<file path="src/rtl/imut_pkg.sv">
`timescale 1ns / 1ps
// ----------------------------------------------------------------------------
// imut_pkg
// constants, lane types and the arctangent table of the tilt datapath
// ----------------------------------------------------------------------------
package imut_pkg;

	localparam int IN_W      = 16;
	localparam int NUM_W     = 17;
	localparam int GS_W      = 17;
	localparam int ANG_W     = 18;
	localparam int IVL_W     = 10;
	localparam int ADDR_W    = 3;
	localparam int DATA_W    = 32;

	localparam logic [IVL_W-1:0] IVL_RESET = 10'd100;

	// register index codes
	localparam logic REG_INTERVAL = 1'b0;

	localparam int ROTATION_STEPS_DEF = 16;
	localparam int TAB_LEN            = 24;

	// root extraction: radicand is the sum of squares with RAD_PAD zero bits below
	localparam int RAD_W    = 32;
	localparam int RAD_PAD  = 28;
	localparam int ROOT_W   = 30;
	localparam int REM_W    = 32;
	localparam int PRESHIFT = 14;

	localparam int XY_W = 33;
	localparam int Z_W  = 32;

	// finishing arithmetic
	localparam int STEP_DIV     = 1310;
	localparam int HALF_DIV     = 655;
	localparam int ANGLE_SHIFT  = 16;
	localparam int LIMIT        = 90000;
	localparam int ZM_W         = 44;
	localparam int GM_W         = 28;
	localparam int N_W          = 44;
	localparam int T_W          = 28;
	localparam int RECIP_W      = 28;
	localparam int RECIP_SHIFT  = 38;
	localparam int PROD_W       = 55;
	localparam int Q_W          = PROD_W - RECIP_SHIFT;
	localparam logic [RECIP_W-1:0] RECIP  = 28'd209830464;
	localparam logic [T_W-1:0]     CLIP_T = T_W'((LIMIT + 1) * STEP_DIV);

	// atan(2^-i) in centidegrees times 2^16
	localparam logic signed [Z_W-1:0] ATAN_TAB [TAB_LEN] = '{
		32'sd294912000, 32'sd174096719, 32'sd91987925, 32'sd46694507,
		32'sd23437865,  32'sd11730358,  32'sd5866610,  32'sd2933484,
		32'sd1466764,   32'sd733385,    32'sd366693,   32'sd183346,
		32'sd91673,     32'sd45837,     32'sd22918,    32'sd11459,
		32'sd5730,      32'sd2865,      32'sd1432,     32'sd716,
		32'sd358,       32'sd179,       32'sd90,       32'sd45
	};

	typedef struct packed {
		logic [RAD_W-1:0]        rad;
		logic [REM_W-1:0]        rem;
		logic [ROOT_W-1:0]       root;
		logic signed [XY_W-1:0]  y;
		logic signed [GS_W-1:0]  gsum;
	} sq_lane_t;

	typedef struct packed {
		sq_lane_t pitch;
		sq_lane_t roll;
	} sq_word_t;

	typedef struct packed {
		logic signed [XY_W-1:0] x;
		logic signed [XY_W-1:0] y;
		logic signed [Z_W-1:0]  z;
		logic                   zero;
		logic signed [GS_W-1:0] gsum;
	} cr_lane_t;

	typedef struct packed {
		cr_lane_t pitch;
		cr_lane_t roll;
	} cr_word_t;

endpackage

</file>
<file path="src/rtl/imut_finish.sv">
`timescale 1ns / 1ps
// ----------------------------------------------------------------------------
// imut_finish
// gyro step, rounding division by 65536*1310 and saturation
// ----------------------------------------------------------------------------
module imut_finish (
	input  logic                          clk,
	input  logic                          arst_n,
	input  logic                          en,
	input  logic                          in_valid,
	input  imut_pkg::cr_word_t            in_word,
	input  logic [imut_pkg::IVL_W-1:0]    interval,
	output logic                          out_valid,
	output logic signed [imut_pkg::ANG_W-1:0] pitch,
	output logic signed [imut_pkg::ANG_W-1:0] roll,
	output logic                          clipped
);
	import imut_pkg::*;

	localparam logic signed [11:0] DIV_C = 12'(STEP_DIV);

	logic [3:0] v_q;

	logic signed [Z_W-1:0]  z_in  [2];
	logic signed [GS_W-1:0] g_in  [2];

	logic signed [ZM_W-1:0] zm_s1 [2];
	logic signed [GM_W-1:0] gm_s1 [2];
	logic signed [N_W-1:0]  n_s2  [2];
	logic [T_W-1:0]         t_s3  [2];
	logic                   neg_s3 [2];
	logic                   clip_s3 [2];
	logic [PROD_W-1:0]      prod_s4 [2];
	logic                   neg_s4 [2];
	logic                   clip_s4 [2];
	logic signed [ANG_W-1:0] res   [2];

	logic signed [IVL_W:0]  ivl_s;
	logic [N_W-1:0]         mag   [2];

	assign ivl_s = $signed({1'b0, interval});

	// zero vector reads as zero tilt
	assign z_in[0] = in_word.pitch.zero ? '0 : in_word.pitch.z;
	assign z_in[1] = in_word.roll.zero ? '0 : in_word.roll.z;
	assign g_in[0] = in_word.pitch.gsum;
	assign g_in[1] = in_word.roll.gsum;

	always_comb begin
		for (int i = 0; i < 2; i++) begin
			mag[i] = n_s2[i][N_W-1] ? N_W'(-n_s2[i]) : N_W'(n_s2[i]);
		end
	end

	always_comb begin
		logic [ANG_W-1:0] m;
		for (int i = 0; i < 2; i++) begin
			m = clip_s4[i] ? ANG_W'(LIMIT)
				: {{(ANG_W - Q_W){1'b0}}, prod_s4[i][PROD_W-1:RECIP_SHIFT]};
			res[i] = neg_s4[i] ? $signed(-m) : $signed(m);
		end
	end

	always_ff @(posedge clk or negedge arst_n) begin
		if (!arst_n) begin
			v_q       <= '0;
			out_valid <= 1'b0;
		end else if (en) begin
			v_q       <= {v_q[2:0], in_valid};
			out_valid <= v_q[3];
		end
	end

	always_ff @(posedge clk) begin
		if (en) begin
			for (int i = 0; i < 2; i++) begin
				zm_s1[i]   <= ZM_W'(z_in[i] * DIV_C);
				gm_s1[i]   <= GM_W'(g_in[i] * ivl_s);
				n_s2[i]    <= zm_s1[i] + (N_W'(gm_s1[i]) <<< ANGLE_SHIFT);
				t_s3[i]    <= T_W'(mag[i][N_W-2:ANGLE_SHIFT]) + T_W'(HALF_DIV);
				neg_s3[i]  <= n_s2[i][N_W-1];
				clip_s3[i] <= (T_W'(mag[i][N_W-2:ANGLE_SHIFT]) + T_W'(HALF_DIV)) >= CLIP_T;
				prod_s4[i] <= PROD_W'(t_s3[i][T_W-2:0] * RECIP);
				neg_s4[i]  <= neg_s3[i];
				clip_s4[i] <= clip_s3[i];
			end
			pitch   <= res[0];
			roll    <= res[1];
			clipped <= clip_s4[0] | clip_s4[1];
		end
	end

endmodule

</file>
<file path="config.mk">
export PLATFORM = sky130hd
export DESIGN_NAME = imut_finish
export DESIGN_NICKNAME = d
export VERILOG_FILES = /design/src/rtl/imut_pkg.sv /design/src/rtl/imut_finish.sv
export SDC_FILE = /design/constraint.sdc
export NUM_CORES = 2
export LEC_CHECK = 0
export BUFFER_PORTS_ARGS = -buffer_cell sky130_fd_sc_hd__buf_4
export CAP_MARGIN = 0
export CORE_MARGIN = 2
export CORE_UTILIZATION = 51
export DETAILED_ROUTE_END_ITERATION = 7
export GPL_ROUTABILITY_DRIVEN = 0
export PLACE_DENSITY = 0.68
export SYNTH_ARGS = -nofsm -noshare
export SYNTH_HDL_FRONTEND = slang
export SYNTH_SLANG_ARGS = --single-unit
</file>
<file path="constraint.sdc">
create_clock -name clk -period 20.1 [get_ports clk]
set_input_delay 1.005 -clock clk [delete_from_list [all_inputs] [get_ports clk]]
set_output_delay 1.005 -clock clk [all_outputs]
set_load 0.02 [all_outputs]
</file>
# Word-level counts from Yosys, hierarchy flattened
# Memory sizes are Yosys's and may differ from the RTL's.
# Index checks and enable logic that the tools add are counted.
# word_totals
mem_bits_rw	392
rom_bits	0
latchBits	0
reg_bits	42
n_memories	9
word_cells	41
out_inout_bits	38
input_bits	246
# classes
magnitude_cmp	2
multipliers	6
n_addsub	8
mux	10
n_reduce_logical	0
n_eq_ne	0
bitwise	1
shift	0
div_mod_pow	0
# mem_list
memory	words	width	read_ports	rd_ports_with_merged_regs	write_ports	line_no	text
prod_s4	2	49	2	0	2	imut_finish.sv:33	logic [PROD_W-1:0] prod_s4 [2];
n_s2	2	44	2	0	2	imut_finish.sv:29	logic signed [N_W-1:0] n_s2 [2];
zm_s1	2	43	2	0	2	imut_finish.sv:27	logic signed [ZM_W-1:0] zm_s1 [2];
gm_s1	2	28	2	0	2	imut_finish.sv:28	logic signed [GM_W-1:0] gm_s1 [2];
t_s3	2	28	2	0	2	imut_finish.sv:30	logic [T_W-1:0] t_s3 [2];
clip_s3	2	1	2	0	2	imut_finish.sv:32	logic clip_s3 [2];
+3 memories	--	--	--	--	--	--	
# op_table
operator	count
$mul A27 B22 Y49 const B	2
$add A44 B44 Y44	2
$mul A32 B11 Y43 const B	2
$mux W43	2
$neg A43 Y43	2
$mux W32	2
$add A27 B10 Y28 const B	2
$ge A28 B27 Y1 const B	2
$mul A17 B11 Y28	2
$mux W18	2
$neg A17 Y18	2
$mux W17	2
$mux W1	2
$or A1 B1 Y1	1

# Longest topological paths before layout
# An unclocked memory read counts as a cell.
# logic_depth
depth_word	5
ltp_mapped	26
mapped_depth_nobuf	26

# Least setup slack after synthesis
# OpenSTA, ideal clock, no wires.
# synth_timing
kind	input to register
from	input in_word[133] (netlist bit)
to	memory zm_s1[0][41] (netlist bit), data pin
setup_time_ps	258
arrival_ps	6504
path_buffers	1
slack_ps	13338
path_stages	22
required_ps	19842
cell_sequence	clkbuf_1 > nor2b_1 > ha_1 > ha_1 > fa_1 > inv_1 > fa_1 > fa_1 > inv_1 > ha_1 > a21o_1 > a21o_1 > a21oi_1 > o21ai_0 > a311o_1 > a211oi_1 > a21oi_1 > a211oi_1 > a211oi_1 > a311o_1 > a21oi_1 > xnor2_1
# synth_lines
element	line_no	text
start, declared	imut_finish.sv:11	input imut_pkg::cr_word_t in_word,
end, declared	imut_finish.sv:27	

==> impl_metrics.ini <==
[worst_setup_path]
r2r_start = t_s3[0][2]
startpoint = in_word[133]
arrival_ns = 7.58
path_class = primary input to flop
path_max_fanout = 35
endpoint_kind = flop
critPathLaunchType = primary input
required_ns = 20.44

[finish]
layout_common_cells = 1261 x inv_1, 1025 x ha_1, 787 x fa_1, 361 x edfxtp_1, 299 x nand2_1
fin_nets = 7850
final_common_cell = inv_1
final_core_util_pct = 55.1
synthToLayoutAreaGrowth_pct = 7.03
drive_above_1_share_pct = 4.80

[floorplanning]
num_rows = 123
die_area_mm2 = 0.116
design.core.area_mm2 = 0.113
die_w_um = 341
die_h_um = 341
start_util_pct = 51.5
io_pins = 284

[synth]
ys_async_sr_fraction_pct = 1.37
ys_types = 87
syn_inst = 5713
avgSynthCellArea_um2 = 10.2
yosysSeqAreaShare_pct = 18.9
synth_edf_count = 361
synth_warnings = 0
syn_area_mm2 = 0.0580
synth_seq_cells = 366
synth_nets = 7771
synthFlopType = edfxtp_1

[timing]
finalCritPeriodShare_pct = 36.0
setup_tns_ns = 0
setup_violations = 0
drv_slew = 0
fin_ws_ns = 12.87
rsz0062_at_grt = no
worst-slew-pin-transition_ns = 1.01
skew_ns = 0.0279
max_freq_mhz = 138
slew_headroom_pct = 32.7
fin_crit_ns = 7.23
hold_viol = 0

[clocking]
cts_tree = built
cts_root_buf = clkbuf_16
post_cts_buffers = 0
ctsHtreeMaxLevel = 2
cts_made_buffers = 45
ctsResizeCount = 0
clk_latency_ns = 0.62
ctsHoldBuffers = 0
cts.sinks = 366
clockBufferDepth = 3
clk_pin_slew_worst_paths_ns = 0.08

[global_routing]
grt_max_degree = 94
grt_pass1_wl_um = 196000
globalRouteOverflowTotal = 0
grt_pass1_vias = 40400
track_usage_pct = 20.5
antenna_found_initial = 11

[drt]
drtIter0Drc = 1633
antenna_left = 0
first_pass_iters = 5
num_vias = 38400
wl_um = 115000
wl_per_cell_um = 15.7
drc = 0
via_per_inst = 5.24

[run]
drv_cap = 0

[placement]
pre_cts_slack_ns = 12.35
dp_hpwl_um = 96700
port_buffers = 151

[min_path]
hold_class = primary input to asynchronous set/reset pin

[run_status]
status = complete, no violations
==> final cells by class <==
class | count | area (um^2)
multi-input cells | 3960 | 41800
inverters | 1261 | 4730
fillers | 9846 | 50600
flip-flops and latches | 366 | 11000
clock inverters | 33 | 323
well taps | 1500 | 1880
repair buffers | 158 | 1190
clock buffers | 51 | 1170
diodes | 5 | 12.5
==> logic make-up after synthesis <==
family / count (synthesis) / synth area share, %
fa+ha+maj: 1812 / 49.3
buf+inv: 1387 / 9.02
simple gates: 1132 / 9.99
compound gates: 687 / 7.81
flops: 366 / 18.9
xor+xnor: 315 / 4.77
mux: 13 / 0.237
other cells: 1 / 0.00646
==> final timing paths <==
check	to	slack (ns)	cells after the start
setup / recovery	zm_s1[0][42]	12.87	21
hold / removal	v_q[1]	0.17	1
setup reg to reg	prod_s4[0][48]	12.97	25
hold reg to reg	n_s2[0][7]	0.42	0
max in group asynchronous	v_q[0]	19.83	1
min in group clk	n_s2[0][7]	0.42	0
==> routing by layer <==
metal / global-route usage (%) / up-vias / wire [um]
met5: 0 / - / 22
met2: 35.8 / 640 / 56300
li1: - / 18800 / -
met4: 5.69 / 4 / 2970
met1: 27.0 / 18800 / 51500
met3: 2.37 / 161 / 4560
==> stage by stage <==
step / cells / cell area (um^2) / hold slack (ns)
4_1_cts: 7329 / 62100 / 0.123
3_3_place_gp: 7245 / 60600 / 0.400
6_report: 7334 / 62100 / 0.166
2_1_floorplan: 5713 / 58000 / 0.400
5_1_grt: 7334 / 62100 / 0.137
3_5_place_dp: 7245 / 60600 / 0.405
==> worst max-delay path, stage by stage <==
cell and delay (ns):
buf_4 0.22, nor2b_1 0.58, ha_1 0.37, ha_1 0.21, fa_1 0.51, fa_1 0.55
inv_1 0.06, fa_1 0.48, inv_1 0.04, ha_1 0.31, inv_1 0.07, nor2_1 0.04
a221oi_1 0.55, o211ai_1 0.24, a311oi_1 0.76, o311ai_0 0.35, a21boi_0 0.43, a21oi_1 0.19
and4_1 0.23, o31ai_1 0.27, xnor2_1 0.09
==> synthesized netlist by cell type, types with 59 or more instances <==
cell type  count  area share, %
inv_1       1261            8.2
a21oi_1      176            1.5
nor2_1       212            1.4
a21o_1        95            1.2
nor2b_1      112            1.2
ha_1        1025             22
o21ai_0      124            1.1
nand2_1      299            1.9
clkbuf_1      99           0.64
edfxtp_1     361             19
xnor2_1      225            3.4
xor2_1        89            1.3
nand3_1       59           0.51
fa_1         787             27
and2_1       201            2.2
==> sequential cells by signal, summed over array words and instances (netlist names) <==
name and count:
n_s2 86, prod_s4 34, zm_s1 86, roll 18
t_s3 54, pitch 18, clip_s3 2, v_q 4
neg_s3 2, clipped 1, out_valid 1, gm_s1 56
clip_s4 2, neg_s4 2
Power is not shown: default switching activity piles up to over one toggle a cycle in this logic, so the estimate is an artifact.
