$ cat src/rtl/imut_pkg.sv
`timescale 1ns / 1ps
// ----------------------------------------------------------------------------
// imut_pkg
// constants, lane types and the arctangent table of the tilt datapath
// ----------------------------------------------------------------------------
package imut_pkg;

	localparam int IN_W      = 16;
	localparam int NUM_W     = 17;
	localparam int GS_W      = 17;
	localparam int ANG_W     = 18;
	localparam int IVL_W     = 10;
	localparam int ADDR_W    = 3;
	localparam int DATA_W    = 32;

	localparam logic [IVL_W-1:0] IVL_RESET = 10'd100;

	// register index codes
	localparam logic REG_INTERVAL = 1'b0;

	localparam int ROTATION_STEPS_DEF = 16;
	localparam int TAB_LEN            = 24;

	// root extraction: radicand is the sum of squares with RAD_PAD zero bits below
	localparam int RAD_W    = 32;
	localparam int RAD_PAD  = 28;
	localparam int ROOT_W   = 30;
	localparam int REM_W    = 32;
	localparam int PRESHIFT = 14;

	localparam int XY_W = 33;
	localparam int Z_W  = 32;

	// finishing arithmetic
	localparam int STEP_DIV     = 1310;
	localparam int HALF_DIV     = 655;
	localparam int ANGLE_SHIFT  = 16;
	localparam int LIMIT        = 90000;
	localparam int ZM_W         = 44;
	localparam int GM_W         = 28;
	localparam int N_W          = 44;
	localparam int T_W          = 28;
	localparam int RECIP_W      = 28;
	localparam int RECIP_SHIFT  = 38;
	localparam int PROD_W       = 55;
	localparam int Q_W          = PROD_W - RECIP_SHIFT;
	localparam logic [RECIP_W-1:0] RECIP  = 28'd209830464;
	localparam logic [T_W-1:0]     CLIP_T = T_W'((LIMIT + 1) * STEP_DIV);

	// atan(2^-i) in centidegrees times 2^16
	localparam logic signed [Z_W-1:0] ATAN_TAB [TAB_LEN] = '{
		32'sd294912000, 32'sd174096719, 32'sd91987925, 32'sd46694507,
		32'sd23437865,  32'sd11730358,  32'sd5866610,  32'sd2933484,
		32'sd1466764,   32'sd733385,    32'sd366693,   32'sd183346,
		32'sd91673,     32'sd45837,     32'sd22918,    32'sd11459,
		32'sd5730,      32'sd2865,      32'sd1432,     32'sd716,
		32'sd358,       32'sd179,       32'sd90,       32'sd45
	};

	typedef struct packed {
		logic [RAD_W-1:0]        rad;
		logic [REM_W-1:0]        rem;
		logic [ROOT_W-1:0]       root;
		logic signed [XY_W-1:0]  y;
		logic signed [GS_W-1:0]  gsum;
	} sq_lane_t;

	typedef struct packed {
		sq_lane_t pitch;
		sq_lane_t roll;
	} sq_word_t;

	typedef struct packed {
		logic signed [XY_W-1:0] x;
		logic signed [XY_W-1:0] y;
		logic signed [Z_W-1:0]  z;
		logic                   zero;
		logic signed [GS_W-1:0] gsum;
	} cr_lane_t;

	typedef struct packed {
		cr_lane_t pitch;
		cr_lane_t roll;
	} cr_word_t;

endpackage

$ cat src/rtl/imut_sqrt_cell.sv
`timescale 1ns / 1ps
// ----------------------------------------------------------------------------
// imut_sqrt_cell
// one result bit of the square root for both lanes
// ----------------------------------------------------------------------------
module imut_sqrt_cell #(
	parameter int STEP = 0
) (
	input  logic               clk,
	input  logic               arst_n,
	input  logic               en,
	input  logic               in_valid,
	input  imut_pkg::sq_word_t in_word,
	output logic               out_valid,
	output imut_pkg::sq_word_t out_word
);
	import imut_pkg::*;

	localparam int J  = ROOT_W - 1 - STEP;
	localparam int LO = 2 * J - RAD_PAD;

	logic [1:0] pair_p;
	logic [1:0] pair_r;
	sq_word_t   nxt;

	generate
		if (LO >= 0) begin : g_bits
			assign pair_p = in_word.pitch.rad[LO +: 2];
			assign pair_r = in_word.roll.rad[LO +: 2];
		end else begin : g_pad
			assign pair_p = 2'b00;
			assign pair_r = 2'b00;
		end
	endgenerate

	function automatic sq_lane_t sq_step(input sq_lane_t a, input logic [1:0] pair);
		sq_lane_t         b;
		logic [REM_W+1:0] remn;
		logic [REM_W+1:0] trial;
		b     = a;
		remn  = {a.rem, pair};
		trial = {{(REM_W - ROOT_W){1'b0}}, a.root, 2'b01};
		if (remn >= trial) begin
			b.rem  = REM_W'(remn - trial);
			b.root = {a.root[ROOT_W-2:0], 1'b1};
		end else begin
			b.rem  = REM_W'(remn);
			b.root = {a.root[ROOT_W-2:0], 1'b0};
		end
		return b;
	endfunction

	always_comb begin
		nxt.pitch = sq_step(in_word.pitch, pair_p);
		nxt.roll  = sq_step(in_word.roll, pair_r);
	end

	always_ff @(posedge clk or negedge arst_n) begin
		if (!arst_n) begin
			out_valid <= 1'b0;
		end else if (en) begin
			out_valid <= in_valid;
		end
	end

	always_ff @(posedge clk) begin
		if (en) begin
			out_word <= nxt;
		end
	end

endmodule

$ cat config.mk
export PLATFORM = sky130hd
export DESIGN_NAME = imut_sqrt_cell
export DESIGN_NICKNAME = d
export VERILOG_FILES = /design/src/rtl/imut_pkg.sv /design/src/rtl/imut_sqrt_cell.sv
export SDC_FILE = /design/constraint.sdc
export NUM_CORES = 1
export LEC_CHECK = 0
export BUFFER_PORTS_ARGS = -buffer_cell sky130_fd_sc_hd__buf_2
export CAP_MARGIN = 20
export CORE_AREA = 10 10 215 217
export CTS_BUF_LIST = sky130_fd_sc_hd__clkbuf_16
export DETAILED_ROUTE_END_ITERATION = 6
export DIE_AREA = 0 0 225 227
export PLACE_DENSITY_LB_ADDON = 0.05
export SLEW_MARGIN = 20
export SYNTH_ARGS = -nofsm -noshare
export SYNTH_HDL_FRONTEND = slang
export SYNTH_SLANG_ARGS = --single-unit
$ cat constraint.sdc
create_clock -name clk -period 0.95 [get_ports clk]
set_input_delay 0.285 -clock clk [delete_from_list [all_inputs] [get_ports clk]]
set_output_delay 0.285 -clock clk [all_outputs]
set_load 0.02 [all_outputs]
Word-level counts from Yosys, hierarchy flattened
Index checks and enable logic that the tools add are counted. Widths: inputs -> output; s select.

$add $sub $neg: 2. Muxes and demuxes: 2. Magnitude comparators: 2.

Operators by type and width (count): $mux 62 (2); $ge 34x32->1 (2); $sub 32x32->32 (2).

Input port bits: 292. Bits in registers: 289. Logic and storage cells: 17. Output and inout port bits: 289.

Longest topological paths before layout
Gate-level depths: netlist (run 1).

Depth after elaboration: 2. Gate-level depth with buffers: 14. Gate-level depth less buffers: 11.

Worst setup path before layout (run 1)
Ideal clock, no wire load.

Path kind: input-to-reg. Start point: in in_word[50] (netlist name). End point: reg out_word[100] (netlist name) (data pin). Setup time: 0.260 ns. Slack: -1.870 ns. Data arrival time: 2.559 ns. Stages: 12. Path buffers: 1. Path through: inv_1 > ha_1 > nor2b_4 > o31ai_4 > a22oi_2 > a21o_1 > a31o_1 > a211o_1 > a21oi_1 > o21ai_2 > buf_6 > mux2_4.

RTL lines: start: declaration (RTL line imut_sqrt_cell.sv:13) `input imut_pkg::sq_word_t in_word,`; end signal: assignment (RTL line imut_sqrt_cell.sv:68) `out_word <= nxt;`; end: declaration (RTL line imut_sqrt_cell.sv:15) `output imut_pkg::sq_word_t out_word`.

==> results_dict.tcl, run 1 <==
set metrics [dict create \
    outcome "finished with violations" \
    violations "setup timing" \
    r2r_start "out_valid$_DFFE_PN0P_" \
    synth_area_leader_cell "edfxtp_1" \
    track_usage_pct 19.0 \
    drv_cap 0 \
    clock-root-buffer "clkbuf_16" \
    antenna_found_initial 9 \
    htreeDepth 2 \
    ir_drop_uv 1960 \
    swShare_pct 27.4 \
    cp.required_ns 1.22 \
    place_congestion 0.831 \
    synth_xor_area_share_pct 3.60 \
    dpl_cell_area_sq_um 19100 \
    synth_fa_ha_area_share_pct 6.10 \
    pwr-share-clk_pct 30.8 \
    wl_um 51400 \
    cts_buffer_depth 3 \
    timing.fmax_mhz 425 \
    worst_slack_ns -1.40 \
    synth_top_family_by_area "compound AO/OA/AOI/OAI gates" \
    synth.distinct_cells 70 \
    hold_slack_ns 0.0506 \
    endpoint_kind "flip-flop" \
    die-area_sq_um 51100 \
    switching_power_mw 11.2 \
    p_int_mw 29.6 \
    top_usage_layer "met2" \
    die-height_um 227 \
    cts_buffers 34 \
    cp_slowest_cell "a211o_1" \
    drive_gt1_share_pct 55.0 \
    p_seq_share_pct 39.6 \
    synth_edf_count 288 \
    synth-seq-area-share_pct 66.0 \
    cts_tree "done" \
    drt-pass1-iter-count 4 \
    avgSynthCellArea_sq_um 14.0 \
    min-delay-start "in_word[232]" \
    fin_nets 2404 \
    syn_area_sq_um 13100 \
    netlist_top_cells_area "edfxtp_1 (66%), ha_1 (6.1%), mux2_4 (3.1%), inv_1 (2.3%), o21ai_0 (2.1%)" \
    synth_ff_type "edfxtp_1" \
    clkSlewWorstSetupHoldPaths_ns 0.06 \
    critPathArrivalTime_ns 2.62 \
    min_period_ns 2.35 \
    yosys_register_bits 289 \
    dp_hpwl_um 38600 \
    route.antenna.remaining_nets 0 \
    num_vias 11800 \
    synth_top_area_share_pct 65.8 \
    tightest_slew_ns 0.448 \
    first_global_vias 12700 \
    setup_viol_count_final 355 \
    r2r_cells 1 \
    routedWlPerCell_um 19.6 \
    rows 75 \
    cp_max_fo 8 \
    worstHoldEndpoint "out_word[234]$_DFFE_PP_" \
    path_cells "buf_8, inv_4, ha_4, nor2b_4, o31ai_4, a22oi_2, a21o_1, a31o_1, a211o_1, a21oi_2, o21ai_4, buf_6, buf_12, mux2_4" \
    rrSetupSlack_ns 0.16 \
    p_per_area_nw_per_um2 1600 \
    hold-path-cell-count 3 \
    io_pins 581 \
    rsz0062_at_grt "true" \
    fin_area_sq_um 25500 \
    worstSetupPathType "input pin to flip-flop" \
    synth-simple-area-share_pct 6.01 \
    yosys-mux-area-fraction_pct 3.59 \
    via_per_inst 4.52 \
    reg2reg_to "out_valid$_DFFE_PN0P_" \
    use_met1_pct 20.9 \
    area_growth_pct 94.0 \
    grt_max_degree 27 \
    route.detailed.drc 0 \
    first_iter_violations 420 \
    syn_inst 937 \
    syn_nets 1293 \
    overflow 0 \
    skew_ns 0 \
    start_util_pct 31.5 \
    grtUsageMet3_pct 5.07 \
    comb_power_share_pct 29.6 \
    cts_sinks 289 \
    grt_pass1_wl_um 74900 \
    hp-class "input pin to flip-flop" \
    finalMaxSlewViolations 0 \
    async_flop_share_pct 0.346 \
    use_met2_pct 35.2 \
    p_total_mw 40.8 \
    num-fill-cells 3316 \
    core_sq_um 41800 \
    clk_latency_ns 0.52 \
    die-width_um 225 \
    timing.final.crit_share_pct 248 \
    slew_headroom_pct 69.4 \
    worst_path_largest_cell_delay_ns 0.32 \
    synth_compound_area_share_pct 11.4 \
    port_buffers 580 \
    cp-start-kind "input pin" \
    yosys_warnings 0 \
    finalHoldViolCount 0 \
    p_leak_nw 11.3 \
]
critical path: cells and delay by family:
family / cells / cell delay [ns]
buffers and inverters: 4 / 0.43
multiplexers: 1 / 0.29
AO/OA/AOI/OAI: 7 / 1.26
adder cells (fa/ha/maj): 1 / 0.20
AND/OR/NAND/NOR: 1 / 0.13
flip-flops by register name, summed over array words and instances, names as in the netlist:
name and count:
out_word 288, out_valid 1
layout by cell type, fill, tap and decap left out, types with 8 or more instances in the layout:
cell / count
nand2_2: 12
o21a_1: 8
o21ai_1: 10
buf_2: 289
clkbuf_16: 38
xor2_1: 25
buf_8: 13
nor2_1: 37
o21ai_0: 15
nand3_1: 9
dlygate4sd3_1: 214
inv_2: 16
ha_1: 31
o21ai_2: 25
mux2_4: 28
edfxtp_1: 288
a21oi_1: 41
inv_1: 73
nand2_1: 46
buf_12: 18
buf_4: 265
xnor2_1: 26
buf_6: 294
a21o_1: 28
ha_4: 29
metal layers:
metal	wire, um	vias up
met5	36	-
met4	1140	6
met3	3040	68
met2	28200	294
met1	19000	5726
li1	-	5754
logic make-up (layout without fill, tap and decap cells):
family          Yosys count  in the layout
flops                   289            289
compound gates          224            224
simple gates            168            168
buf+inv                 105           1241
fa+ha+maj                64             64
xor+xnor                 54             54
mux                      33             33
other cells               0              7
how the worst max path moves through the flow:
stage                       startpoint                      end  slack (ns)  cells past startpoint
after global placement    in_word[229]  out_word[230]$_DFFE_PP_       -2.06                     12
final                      in_word[50]   out_word[94]$_DFFE_PP_       -1.40                     14
after CTS                  in_word[50]   out_word[94]$_DFFE_PP_       -1.41                     14
after global routing       in_word[50]   out_word[94]$_DFFE_PP_       -1.50                     14
after floorplan            in_word[80]  out_word[100]$_DFFE_PP_       -1.73                     11
after detailed placement  in_word[229]  out_word[230]$_DFFE_PP_       -2.04                     12
synth_stat cells, types with 3 or more instances:
library cell and instances:
edfxtp_1 288, inv_1 82, nand2_1 65, ha_1 64, o21ai_0 54, a21oi_1 52
nor2_1 41, xnor2_1 29, a21o_1 28, mux2_4 27, xor2_1 25, nand3_1 16
clkbuf_1 10, a211oi_1 9, a31oi_1 9, nor3_1 9, o21a_1 9, o21bai_1 9
buf_2 8, nand4_1 6, o211ai_1 6, mux2_2 5, o31ai_1 5, a21boi_0 4
nand2b_1 4, nor2b_1 4, o221ai_1 4, or3_1 4, a311oi_1 3, and2_1 3
and3_1 3, buf_6 3, o41ai_1 3
power groups by stage:
| stage | clock (mW) | sequential, mW | combinational (mW) |
|---|---|---|---|
| floorplan | 0 | 17.8 | 3.00 |
| global placement | 0 | 16.1 | 8.92 |
| detailed placement | 0 | 16.1 | 8.95 |
| CTS | 13.0 | 16.0 | 11.5 |
| global route | 13.5 | 16.3 | 12.8 |
| finish | 12.5 | 16.2 | 12.1 |
cell type report:
cell class / count / area (sq um) / share of cell area [%]
timing repair buffer: 1098 / 9580 / 37.6
sequential: 289 / 8670 / 34.0
multi-input combinational: 543 / 5140 / 20.2
clock buffer: 37 / 926 / 3.63
tap: 539 / 674 / 2.65
inverter: 82 / 325 / 1.28
clock inverter: 24 / 150 / 0.589
antenna: 7 / 17.5 / 0.0687
through the flow:
step                      util [%]  worst slack, ns  instances  setup TNS [ns]
final                         61.0            -1.40       2619         -196.47
after global routing          61.0            -1.50       2617         -218.20
after global placement        45.8            -2.06       2295         -159.01
after floorplan                  -            -1.73        937         -101.18
after detailed placement      45.8            -2.04       2295         -160.55
after CTS                     59.0            -1.41       2612         -204.49
repair_timing:
| action | in CTS | in global routing |
|---|---|---|
| pin swaps | 56 | 41 |
| setup buffers | 38 | 8 |
| hold buffers | 214 | 0 |
| gates resized for setup | 506 | 269 |
| setup endpoints to repair | 355 | 355 |
| gates cloned | 7 | 1 |
| hold endpoints to repair | 214 | 0 |
(Power assumes the default switching activity.)
==> run 2, diff against run 1 <==
Settings changed: BUFFER_PORTS_ARGS -buffer_cell sky130_fd_sc_hd__buf_2 to -buffer_cell sky130_fd_sc_hd__clkbuf_2, CORE_AREA 10 10 215 217 to 2 2 226 228, DIE_AREA 0 0 225 227 to 0 0 228 230.
==> results_dict.tcl, run 2 (same netlist as run 1, synthesis figures left out) <==
set metrics [dict create \
    outcome "finished with violations" \
    violations "setup timing" \
    fin_nets 2395 \
    place_congestion 0.794 \
    drive_gt1_share_pct 54.7 \
    start_util_pct 26.3 \
    dp_hpwl_um 35300 \
    most-common-layout-cells "edfxtp_1 (288), clkbuf_2 (276), buf_4 (253), dlygate4sd3_1 (219), buf_6 (186)" \
    worst_slack_ns -1.43 \
    cts_buffers 37 \
    cp_slowest_cell "a211o_1" \
    die-height_um 230 \
    ir_drop_uv 1380 \
    clkSlewWorstSetupHoldPaths_ns 0.06 \
    drt-pass1-iter-count 4 \
    layout_commonest_cell "edfxtp_1" \
    die-area_sq_um 52400 \
    clock-root-buffer "clkbuf_16" \
    cp-start-kind "input pin" \
    rsz0062_at_grt "true" \
    worstSetupPathType "input pin to flip-flop" \
    p_per_area_nw_per_um2 1610 \
    area_growth_pct 92.0 \
    route.detailed.drc 0 \
    cp.required_ns 1.24 \
    timing.fmax_mhz 420 \
    tightest_slew_ns 0.396 \
    fin_setup_tns_ns -197.30 \
    cts_tree "done" \
    grt_pass1_wl_um 69400 \
    path_cells "buf_8, ha_4, nor2b_4, o31ai_4, a22oi_2, a21o_1, a31o_1, a211o_1, a21oi_2, o21ai_4, buf_12, clkbuf_16, mux2_4" \
    grt_max_degree 25 \
    finalHoldViolCount 0 \
    reg_top3 "out_word (288), out_valid (1)" \
    htreeDepth 2 \
    via_per_inst 4.25 \
    routedWlPerCell_um 17.3 \
    worst_path_largest_cell_delay_ns 0.30 \
    antenna_found_initial 2 \
    cts_buffer_depth 3 \
    hp-class "input pin to flip-flop" \
    track_usage_pct 17.1 \
    route.antenna.remaining_nets 0 \
    endpoint_kind "flip-flop" \
    slew_headroom_pct 72.9 \
    rows 82 \
    post-place-ws_ns -2.12 \
    placed_cells 2417 \
    first_iter_violations 324 \
    min_period_ns 2.38 \
    wl_um 47500 \
    skew_ns 0 \
    clk_latency_ns 0.53 \
    cts_sinks 289 \
    fin_cells 2737 \
    top_register "out_word" \
    num_vias 11600 \
    finalMaxSlewViolations 0 \
    first_global_vias 12200 \
    cp_max_fo 7 \
    timing.final.crit_share_pct 251 \
    num-fill-cells 4591 \
    port_buffers 580 \
    drv_cap 0 \
    fin_util_pct 50.6 \
    io_pins 581 \
    setup_viol_count_final 355 \
    core_sq_um 49900 \
    die-width_um 228 \
    largest_register_ffs 288 \
    overflow 0 \
    critPathArrivalTime_ns 2.67 \
    p_leak_nw 11.1 \
]
[run 2: cell count changes in the layout (fill, tap and decap cells not counted), moves of 5 or more]
cell	change
buf_4	-12
dlygate4sd3_1	+5
diode_2	-6
buf_2	-204
clkbuf_8	+32
clkbuf_2	+276
inv_2	-8
buf_6	-108
[run 2: final cells by class]
type,count,area [sq um],share of cell area (%)
Inverter,82,323,1.28
Tap cell,672,841,3.33
Clock buffer,37,926,3.67
Sequential cell,289,8670,34.4
Multi-Input combinational cell,543,5190,20.6
Antenna cell,1,2.50,0.00992
Timing Repair Buffer,1086,9100,36.1
Clock inverter,27,166,0.660
[run 2: path summary, 6_finish.rpt]
path,startpoint,to,slack (ns),cells past startpoint
worst min-delay path,in_word[62],out_word[63]$_DFFE_PP_,0.04,2
min in group asynchronous,arst_n,out_valid$_DFFE_PN0P_,0.08,2
max in group asynchronous,arst_n,out_valid$_DFFE_PN0P_,0.79,2
worst max-delay path,in_word[80],out_word[85]$_DFFE_PP_,-1.43,13
worst max register to register,out_valid$_DFFE_PN0P_,out_valid$_DFFE_PN0P_,0.16,1
worst min register to register,out_valid$_DFFE_PN0P_,out_valid$_DFFE_PN0P_,0.59,1
[run 2: stage by stage]
step           hold slack [ns]  instance area (sq um)  power (mW)
2_1_floorplan          -0.0106                  13600        20.8
3_3_place_gp            0.0627                  19200        24.9
3_5_place_dp            0.0635                  19200        25.0
4_1_cts                0.00262                  23500        39.7
5_1_grt                0.00965                  25200        42.5
6_report                0.0392                  25200        40.6
[run 2: what timing repair did]
item | in CTS | in global routing
resized for setup | 165 | 732
cloned | 5 | 3
pin swaps | 37 | 66
hold endpoints to repair | 218 | 1
buffers inserted | 19 | 18
hold buffers | 218 | 1
setup endpoints to repair | 355 | 355
[run 2: power breakdown]
group | switching (mW) | leakage, nW | internal [mW]
Clock | 5.54 | 0.564 | 7.37
Sequential | 0.514 | 2.83 | 15.6
Combinational | 5.43 | 7.73 | 6.21
[run 2: worst max-delay path: cells and delay by family]
kind / cells / cell delay, ns
fa+ha+maj: 1 / 0.25
buf+inv: 3 / 0.40
mux: 1 / 0.29
simple gates: 1 / 0.14
compound gates: 7 / 1.29
[run 2: routing by layer]
layer,GRT usage (%),part of all wire [%]
met4,4.88,2.4
met1,19.9,40
met5,0,0.027
met3,3.99,4.8
met2,31.2,53
