==> src/rtl/imut_pkg.sv <==
`timescale 1ns / 1ps
// ----------------------------------------------------------------------------
// imut_pkg
// constants, lane types and the arctangent table of the tilt datapath
// ----------------------------------------------------------------------------
package imut_pkg;

	localparam int IN_W      = 16;
	localparam int NUM_W     = 17;
	localparam int GS_W      = 17;
	localparam int ANG_W     = 18;
	localparam int IVL_W     = 10;
	localparam int ADDR_W    = 3;
	localparam int DATA_W    = 32;

	localparam logic [IVL_W-1:0] IVL_RESET = 10'd100;

	// register index codes
	localparam logic REG_INTERVAL = 1'b0;

	localparam int ROTATION_STEPS_DEF = 16;
	localparam int TAB_LEN            = 24;

	// root extraction: radicand is the sum of squares with RAD_PAD zero bits below
	localparam int RAD_W    = 32;
	localparam int RAD_PAD  = 28;
	localparam int ROOT_W   = 30;
	localparam int REM_W    = 32;
	localparam int PRESHIFT = 14;

	localparam int XY_W = 33;
	localparam int Z_W  = 32;

	// finishing arithmetic
	localparam int STEP_DIV     = 1310;
	localparam int HALF_DIV     = 655;
	localparam int ANGLE_SHIFT  = 16;
	localparam int LIMIT        = 90000;
	localparam int ZM_W         = 44;
	localparam int GM_W         = 28;
	localparam int N_W          = 44;
	localparam int T_W          = 28;
	localparam int RECIP_W      = 28;
	localparam int RECIP_SHIFT  = 38;
	localparam int PROD_W       = 55;
	localparam int Q_W          = PROD_W - RECIP_SHIFT;
	localparam logic [RECIP_W-1:0] RECIP  = 28'd209830464;
	localparam logic [T_W-1:0]     CLIP_T = T_W'((LIMIT + 1) * STEP_DIV);

	// atan(2^-i) in centidegrees times 2^16
	localparam logic signed [Z_W-1:0] ATAN_TAB [TAB_LEN] = '{
		32'sd294912000, 32'sd174096719, 32'sd91987925, 32'sd46694507,
		32'sd23437865,  32'sd11730358,  32'sd5866610,  32'sd2933484,
		32'sd1466764,   32'sd733385,    32'sd366693,   32'sd183346,
		32'sd91673,     32'sd45837,     32'sd22918,    32'sd11459,
		32'sd5730,      32'sd2865,      32'sd1432,     32'sd716,
		32'sd358,       32'sd179,       32'sd90,       32'sd45
	};

	typedef struct packed {
		logic [RAD_W-1:0]        rad;
		logic [REM_W-1:0]        rem;
		logic [ROOT_W-1:0]       root;
		logic signed [XY_W-1:0]  y;
		logic signed [GS_W-1:0]  gsum;
	} sq_lane_t;

	typedef struct packed {
		sq_lane_t pitch;
		sq_lane_t roll;
	} sq_word_t;

	typedef struct packed {
		logic signed [XY_W-1:0] x;
		logic signed [XY_W-1:0] y;
		logic signed [Z_W-1:0]  z;
		logic                   zero;
		logic signed [GS_W-1:0] gsum;
	} cr_lane_t;

	typedef struct packed {
		cr_lane_t pitch;
		cr_lane_t roll;
	} cr_word_t;

endpackage

==> src/rtl/imut_cordic_cell.sv <==
`timescale 1ns / 1ps
// ----------------------------------------------------------------------------
// imut_cordic_cell
// one vectoring rotation for both lanes
// ----------------------------------------------------------------------------
module imut_cordic_cell #(
	parameter int STEP = 0
) (
	input  logic               clk,
	input  logic               arst_n,
	input  logic               en,
	input  logic               in_valid,
	input  imut_pkg::cr_word_t in_word,
	output logic               out_valid,
	output imut_pkg::cr_word_t out_word
);
	import imut_pkg::*;

	cr_word_t nxt;

	function automatic cr_lane_t cr_step(input cr_lane_t a);
		cr_lane_t               b;
		logic signed [XY_W-1:0] xs;
		logic signed [XY_W-1:0] ys;
		b  = a;
		xs = a.x >>> STEP;
		ys = a.y >>> STEP;
		if (!a.y[XY_W-1]) begin
			b.x = a.x + ys;
			b.y = a.y - xs;
			b.z = a.z + ATAN_TAB[STEP];
		end else begin
			b.x = a.x - ys;
			b.y = a.y + xs;
			b.z = a.z - ATAN_TAB[STEP];
		end
		return b;
	endfunction

	always_comb begin
		nxt.pitch = cr_step(in_word.pitch);
		nxt.roll  = cr_step(in_word.roll);
	end

	always_ff @(posedge clk or negedge arst_n) begin
		if (!arst_n) begin
			out_valid <= 1'b0;
		end else if (en) begin
			out_valid <= in_valid;
		end
	end

	always_ff @(posedge clk) begin
		if (en) begin
			out_word <= nxt;
		end
	end

endmodule

==> config.mk <==
export PLATFORM = sky130hd
export DESIGN_NAME = imut_cordic_cell
export DESIGN_NICKNAME = d
export VERILOG_FILES = /design/src/rtl/imut_pkg.sv /design/src/rtl/imut_cordic_cell.sv
export SDC_FILE = /design/constraint.sdc
export NUM_CORES = 1
export LEC_CHECK = 0
export BUFFER_PORTS_ARGS = -buffer_cell sky130_fd_sc_hd__buf_2
export CORE_ASPECT_RATIO = 1.5
export CORE_MARGIN = 1
export CORE_UTILIZATION = 50
export DETAILED_ROUTE_END_ITERATION = 7
export PLACE_DENSITY = 0.79
export REMOVE_ABC_BUFFERS = 1
export SLEW_MARGIN = 15
export SYNTH_ARGS = -nofsm -noshare
export SYNTH_HDL_FRONTEND = slang
export SYNTH_SLANG_ARGS = --single-unit
==> constraint.sdc <==
create_clock -name clk -period 0.8 [get_ports clk]
set_input_delay 0.12 -clock clk [delete_from_list [all_inputs] [get_ports clk]]
set_output_delay 0.12 -clock clk [all_outputs]
set_load 0.05 [all_outputs]
==> run summary, run 1 <==
DP Area: 0.0269 mm^2
die height: 240 um
dpl hpwl: 58000 um
gr usage total: 0.688
last stage reached: 5_1_grt
first-pass GRT wire length: 191000 um
synthesized area per cell: 9.42 um^2
CTS max path bufs: 3
global route overflow: 12
number of port buffers: 468
Post-synth ARST share: 0.00433
Cells after Synth: 2001
ys flop type: edfxtp_1
Synth Register Bits: 231
Distinct cells, synth: 85
H-tree Lvls: 1
Ys Warns: 0
gpl congestion: 0.962
number of global-route vias before repair: 28700
clock root buffer: clkbuf_16
mapped cell area: 0.0188 mm^2
num rows: 86
TritonCTS buffer count: 24
Area contributors post-synth: edfxtp_1, ha_1, a21oi_1
largest net degree at the start of global routing: 66
Initial Util: 0.511
sequential area share after synthesis: 0.368
top cell type's share of synthesized area: 0.366
EDFF count, synth: 230
status: did not finish
biggest area consumer among synthesized cells: edfxtp_1
total clock sinks: 231
Die Width: 161 um
First Err: [ERROR GRT-0116] Global routing finished with congestion. Check the congestion regions in the DRC Viewer.
io pins: 469
## cells in the mapped netlist (4+ instances only)
library cell  count
nand3_1          33
a211oi_1         15
inv_1           204
o22ai_1           7
buf_2            14
nand2_1          73
nor2b_1          23
mux2i_1          38
a221o_1           7
nor3_1           46
xor2_1           22
o31ai_1          15
nand2b_1         23
a211o_1          11
a21o_1           51
ha_1            234
nor4_1           14
xnor2_1         126
a221oi_1          5
clkbuf_1         50
nand4_1          12
a21oi_1         225
clkinv_1          8
a221oi_2          4
o21bai_1         50
fa_1              8
o21ai_0          91
a31o_1            5
a311oi_1          5
or3_1             7
and3_1            8
or4_1             8
a41o_1            4
o21ai_1          18
inv_2             8
o41ai_1           6
a21boi_1          5
a31oi_1          18
nor2_1          172
nand3b_1          5
o21a_1            9
buf_1            11
o211ai_1         10
edfxtp_1        230
## repair_timing
action / CTS
hold buffers: 84
cloned: 0
pin swaps: 300
resized for setup: 1080
setup buffers: 87
endpoints found under the setup margin: 383
hold endpoints to repair: 90
## metrics by stage
stage,worst slack [ps],TNS (ps),instances
2_1_floorplan,-2370,-220980,1922
3_3_place_gp,-2380,-272050,3570
3_5_place_dp,-2440,-281800,3570
4_1_cts,-1810,-259370,3760
## logic make-up after synthesis
group                    after synthesis  synth area share
AO/OA/AOI/OAI                        604             0.207
AND/OR/NAND/NOR                      438             0.110
buffers and inverters                299            0.0615
adder cells (fa/ha/maj)              242             0.164
flip-flops                           231             0.368
XOR/XNOR                             148            0.0688
multiplexers                          39            0.0208
## per-layer routing
layer,GRT overflow,GRT usage
met1,0,0.648
met2,3,0.919
met3,3,0.484
met4,6,0.727
met5,0,0.213
==> run 2, diff against run 1 <==
Settings changed: CORE_ASPECT_RATIO 1.5 to unset, CORE_UTILIZATION 50 to 40, PLACE_DENSITY 0.79 to unset, PLACE_DENSITY_LB_ADDON set to 0.15.
Clock period 0.8 ns to 1 ns, I/O delays scaled along.
==> run summary, run 2 <==
status: finished, violations left (was did not finish)
failing checks: setup timing
biggest area consumer among synthesized cells: edfxtp_1 (unchanged)
Setup TNS: -202390 ps
FF-to-FF path depth: 1
Area Growth Syn to Fin: 83.9%
total clock sinks: 231 (unchanged)
Slew HR: 0.381
Die Width: 219 um (was 161 um)
sequential area share after synthesis: 0.368 (unchanged)
gr usage total: 0.310
skew final: 0 ps
CP Capture Type: flip-flop
1st-pass router iterations: 5
most common cell after layout, fill and taps aside: buf_4
Critical Path Max Stage Delay: 340 ps
Worst-Skew Late Latency: 580 ps
Worst Hold End: out_word[40]
dpl hpwl: 56000 um (was 58000 um)
DRC viols: 0
WP data required: 1310 ps
RSZ-0062 raised after global routing: yes
Largest register FFs: 230
post-layout min period: 2540 ps
mapped cell area: 0.0188 mm^2 (unchanged)
DP Area: 0.0269 mm^2 (about the same)
Max Cap Viol: 0
routed length per instance: 20.1 um
Antenna Violating Nets Remaining: 0
CP dominant cell by count: buf_6
clock root buffer: clkbuf_16 (unchanged)
Distinct cells, synth: 85 (unchanged)
via count: 21000
# nets final: 3782
GR Layer Usage met3: 0.0474
clk slew on worst S/H paths: 60 ps
top cell type's share of synthesized area: 0.366 (unchanged)
die height: 219 um (was 240 um)
worst vdd ir: 1600 uV
Most flops, register: out_word
TritonCTS buffer count: 27 (was 24)
Post-Place Cells: 3697 (was 3570)
final WL: 79100 um
share of layout cells above drive strength 1: 0.540
CORE AREA: 0.0466 mm^2
Power per Cell Area: 1370 mW/mm^2
Fmax achieved: 394 MHz
synthesized area per cell: 9.42 um^2 (unchanged)
ys flop type: edfxtp_1 (unchanged)
footprint of the multi-input gates: 0.0138 mm^2
fill cell count: 3137
Cells after Synth: 2001 (unchanged)
vias per cell: 5.34
Critical R2R Launch: out_valid
r2r endpoint: out_valid
number of port buffers: 468 (unchanged)
final hold vios: 0
first-pass GRT wire length: 116000 um
pre-CTS setup slack: -2400 ps (was -2440 ps)
CTS tree: built
Crit path buffers/inverters: 4
initial DRC count: 1477
num rows: 79 (was 86)
hold wc startpoint: in_word[40]
Slew @ Worst Pin: 905 ps
Initial Util: 0.405 (was 0.511)
largest net degree at the start of global routing: 66
H-tree Lvls: 1 (unchanged)
WS Path Type: input port to flip-flop
class of the worst hold path: input port to flip-flop
global route overflow: 0
Area contributors post-synth: edfxtp_1, ha_1, a21oi_1 (unchanged)
critical path's slowest cell: fa_2
EDFF count, synth: 230 (unchanged)
Post-synth ARST share: 0.00433 (unchanged)
Setup WS post-layout: -1540 ps
Cell Chain, Critical Path: buf_8 > buf_6 > buf_6 > ha_4 > fa_2 > nand3b_1 > nand2_2 > a21oi_4 > a311oi_2 > a31o_2 > a211oi_4 > o31ai_2 > buf_4 > a221o_1 > o21ai_2 > xor2_1
Synth Register Bits: 231 (unchanged)
Post-synth top cells: ha_1, edfxtp_1, a21oi_1, inv_1, nor2_1 (unchanged)
die area: 0.0480 mm^2
CP Launch Type: input port
Slew Viols, Final: 0
post-route cell area: 0.0347 mm^2
most common cell in the netlist: ha_1 (unchanged)
Worst Path Max Fanout: 3
CP delay by family, top: compound AO/OA/AOI/OAI gates
io pins: 469 (unchanged)
Worst Path Arrival: 2850 ps
Ys Warns: 0 (unchanged)
Min Hold Slack: 74.2 ps
initial antenna violation count: 11
Hold Path Stages: 4
final worst path period share: 2.54
Register Area: 0.00693 mm^2
grt met2 use: 0.545
Final Non-Filler Cells: 3936
commonest non-fill, non-tap cells in the layout: buf_4, buf_6, edfxtp_1
number of global-route vias before repair: 21500
CTS max path bufs: 3 (unchanged)
flop2flop setup slack: 240 ps
Final Setup Violations: 376
Pleak: 15.8 nW
gpl congestion: 0.929 (was 0.962)
Global Route met1 Usage: 0.384
Regs by FF count: out_word (230), out_valid (1)
gr busiest metal: met2
## run 2: worst max path at each step
stage	cells past startpoint	to	startpoint
final	16	out_word[82]	in_word[83]
after global routing	15	out_word[198]	in_word[199]
after CTS	12	out_word[231]	in_word[214]
after detailed placement	13	out_word[110]	in_word[51]
after global placement	15	out_word[198]	in_word[175]
after floorplan	11	out_word[165]	in_word[198]
## run 2: cells by family after synthesis
group,count (synthesis),share of synthesized area
buf+inv,299,0.0615
xor+xnor,148,0.0688
simple gates,438,0.110
compound gates,604,0.207
mux,39,0.0208
fa+ha+maj,242,0.164
flops,231,0.368
## run 2: where the power goes
group / leakage [nW] / switching, mW / internal [mW] / total, mW
Combinational: 13.2 / 13.6 / 10.7 / 24.3
Sequential: 2.26 / 0.745 / 12.5 / 13.2
Clock: 0.422 / 4.30 / 5.64 / 9.94
Total: 15.8 / 18.6 / 28.8 / 47.5
## run 2: layout make-up
cell class | count | share of cell area
diodes | 4 | 0.000289
clock buffers | 39 | 0.0222
clock inverters | 11 | 0.00310
inverters | 220 | 0.0254
multi-input cells | 1471 | 0.399
flip-flops and latches | 231 | 0.200
well taps | 607 | 0.0219
repair buffers | 1353 | 0.329
## run 2: stage by stage
step                      utilization  total power [mW]
after floorplan                     -              23.6
after global placement          0.579              31.2
after detailed placement        0.579              31.3
after CTS                       0.711              45.8
after global routing            0.745              49.2
final                           0.745              47.5
## run 2: tightest hold or removal path: stages
cell	delay, ps
buf_2	100
ha_4	140
nor2_1	50
nor2_2	90
## run 2: per-layer routing
layer | part of all wire | vias up | routed length [um]
met5 | 0.00081 | - | 64
met4 | 0.041 | 10 | 3260
met3 | 0.064 | 222 | 5030
met2 | 0.49 | 892 | 38900
met1 | 0.40 | 10100 | 31900
li1 | - | 9762 | -
## run 2: repair_timing
| action | in CTS | in global routing |
|---|---|---|
| hold buffers | 81 | 0 |
| buffers inserted | 97 | 74 |
| hold endpoints to repair | 82 | 0 |
| pin swaps | 259 | 268 |
| setup endpoints to repair | 378 | 379 |
| gates resized for setup | 1016 | 312 |
Power figures use the tool's default switching activity.
==> run 3, diff against run 2 <==
--- a/constraint.sdc
+++ b/constraint.sdc
@@ -3,2 +3,2 @@
 set_output_delay 0.15 -clock clk [all_outputs]
-set_load 0.05 [all_outputs]
+set_load 0.01 [all_outputs]
==> run summary, run 3 (synthesized netlist as in run 2, its figures left out) <==
initial antenna violation count: 6 (was 11)
CP delay by family, top: compound AO/OA/AOI/OAI gates (unchanged)
class of the worst hold path: input port to flip-flop (unchanged)
clock root buffer: clkbuf_16 (unchanged)
die area: 0.0480 mm^2 (unchanged)
Initial Util: 0.405 (unchanged)
Fmax achieved: 404 MHz (was 394 MHz)
largest net degree at the start of global routing: 66 (unchanged)
Cell Chain, Critical Path: buf_8 > ha_4 > fa_2 > nand2b_4 > a221oi_4 > or4_4 > a21oi_4 > o211a_4 > o41ai_4 > buf_4 > a311oi_2 > nor2_1 > a31oi_1 > xor2_1 (was buf_8 > buf_6 > buf_6 > ha_4 > fa_2 > nand3b_1 > nand2_2 > a21oi_4 > a311oi_2 > a31o_2 > a211oi_4 > o31ai_2 > buf_4 > a221o_1 > o21ai_2 > xor2_1)
Min Hold Slack: 69.5 ps (was 74.2 ps)
vias per cell: 5.27 (was 5.34)
Slew @ Worst Pin: 839 ps (was 905 ps)
DP Area: 0.0269 mm^2 (unchanged)
commonest non-fill, non-tap cells in the layout: buf_4, buf_2, edfxtp_1 (was buf_4, buf_6, edfxtp_1)
status: finished, violations left (unchanged)
Post-Place Cells: 3697 (unchanged)
Worst Path Max Fanout: 3 (unchanged)
Regs by FF count: out_word (230), out_valid (1) (unchanged)
Setup WS post-layout: -1480 ps (was -1540 ps)
Final Setup Violations: 375 (was 376)
# nets final: 3781 (was 3782)
final worst path period share: 2.48 (was 2.54)
Final Non-Filler Cells: 3933 (was 3936)
number of global-route vias before repair: 21100 (was 21500)
share of layout cells above drive strength 1: 0.531 (was 0.540)
Pleak: 15.3 nW (was 15.8 nW)
final WL: 75300 um (was 79100 um)
global route overflow: 0 (unchanged)
WP data required: 1310 ps (about the same)
CTS tree: built (unchanged)
Largest register FFs: 230 (unchanged)
initial DRC count: 1369 (was 1477)
H-tree Lvls: 1 (unchanged)
Setup TNS: -189470 ps (was -202390 ps)
Worst-Skew Late Latency: 580 ps (about the same)
Die Width: 219 um (unchanged)
post-layout min period: 2480 ps (was 2540 ps)
Most flops, register: out_word (unchanged)
CTS max path bufs: 3 (unchanged)
gpl congestion: 0.929 (unchanged)
total clock sinks: 231 (unchanged)
Antenna Violating Nets Remaining: 0 (unchanged)
clk slew on worst S/H paths: 60 ps (about the same)
skew final: 0 ps (unchanged)
Max Cap Viol: 0 (unchanged)
Critical Path Max Stage Delay: 510 ps (was 340 ps)
WS Path Type: input port to flip-flop (unchanged)
1st-pass router iterations: 7 (was 5)
post-route cell area: 0.0330 mm^2 (was 0.0347 mm^2)
final hold vios: 0 (unchanged)
routed length per instance: 19.2 um (was 20.1 um)
RSZ-0062 raised after global routing: yes (unchanged)
CORE AREA: 0.0466 mm^2 (unchanged)
DRC viols: 0 (unchanged)
Crit path buffers/inverters: 2 (was 4)
io pins: 469 (unchanged)
dpl hpwl: 56000 um (unchanged)
critical path's slowest cell: or4_4 (was fa_2)
worst vdd ir: 1710 uV (was 1600 uV)
num rows: 79 (unchanged)
gr usage total: 0.301 (was 0.310)
Slew Viols, Final: 0 (unchanged)
Area Growth Syn to Fin: 75.0% (was 83.9%)
TritonCTS buffer count: 27 (unchanged)
Power per Cell Area: 1250 mW/mm^2 (was 1370 mW/mm^2)
number of port buffers: 468 (unchanged)
first-pass GRT wire length: 113000 um (was 116000 um)
die height: 219 um (unchanged)
Worst Path Arrival: 2790 ps (was 2850 ps)
failing checks: setup timing (unchanged)
CP Launch Type: input port (unchanged)
CP Capture Type: flip-flop (unchanged)
Slew HR: 0.426 (was 0.381)
most common cell after layout, fill and taps aside: buf_4 (unchanged)
via count: 20700 (was 21000)
[run 3: layout make-up]
| class | count | area, um^2 |
|---|---|---|
| Clock buffer | 39 | 771 |
| Clock inverter | 11 | 108 |
| Fill cell | 3422 | 13600 |
| Antenna cell | 2 | 5.00 |
| Tap cell | 607 | 759 |
| Sequential cell | 231 | 6930 |
| Multi-Input combinational cell | 1471 | 13600 |
| Timing Repair Buffer | 1352 | 9990 |
| Inverter | 220 | 876 |
[run 3: repair_timing]
item,in CTS,in global routing
pin swaps,252,219
setup buffers,96,56
hold buffers,81,0
resized for setup,551,275
endpoints found under the setup margin,378,379
endpoints found under the hold margin,82,0
[run 3: worst paths after layout]
kind / startpoint / to / slack [ps] / cells after the start
worst max-delay path: in_word[50] / out_word[109] / -1480 / 14
worst min-delay path: in_word[45] / out_word[45] / 70 / 3
worst max register to register: out_valid / out_valid / 230 / 1
worst min register to register: out_valid / out_valid / 560 / 1
max in group asynchronous: arst_n / out_valid / 490 / 3
min in group asynchronous: arst_n / out_valid / 410 / 3
[run 3: power breakdown]
group / switching [mW] / internal, mW
registers: 0.462 / 12.5
logic: 9.25 / 9.10
clock network: 4.27 / 5.64
[run 3: metrics by stage]
| step | worst slack [ps] | util | power, mW |
|---|---|---|---|
| after floorplan | -2200 | - | 19.5 |
| after global placement | -2350 | 0.579 | 27.1 |
| after detailed placement | -2400 | 0.579 | 27.3 |
| after CTS | -1540 | 0.680 | 39.8 |
| after global routing | -1580 | 0.709 | 43.0 |
| final | -1480 | 0.709 | 41.2 |
[run 3: per-layer routing]
metal	track usage	vias up	routed length (um)
li1	-	9752	-
met1	0.383	10000	31500
met2	0.524	757	36900
met3	0.0401	182	4520
met4	0.0931	6	2440
met5	0	-	35
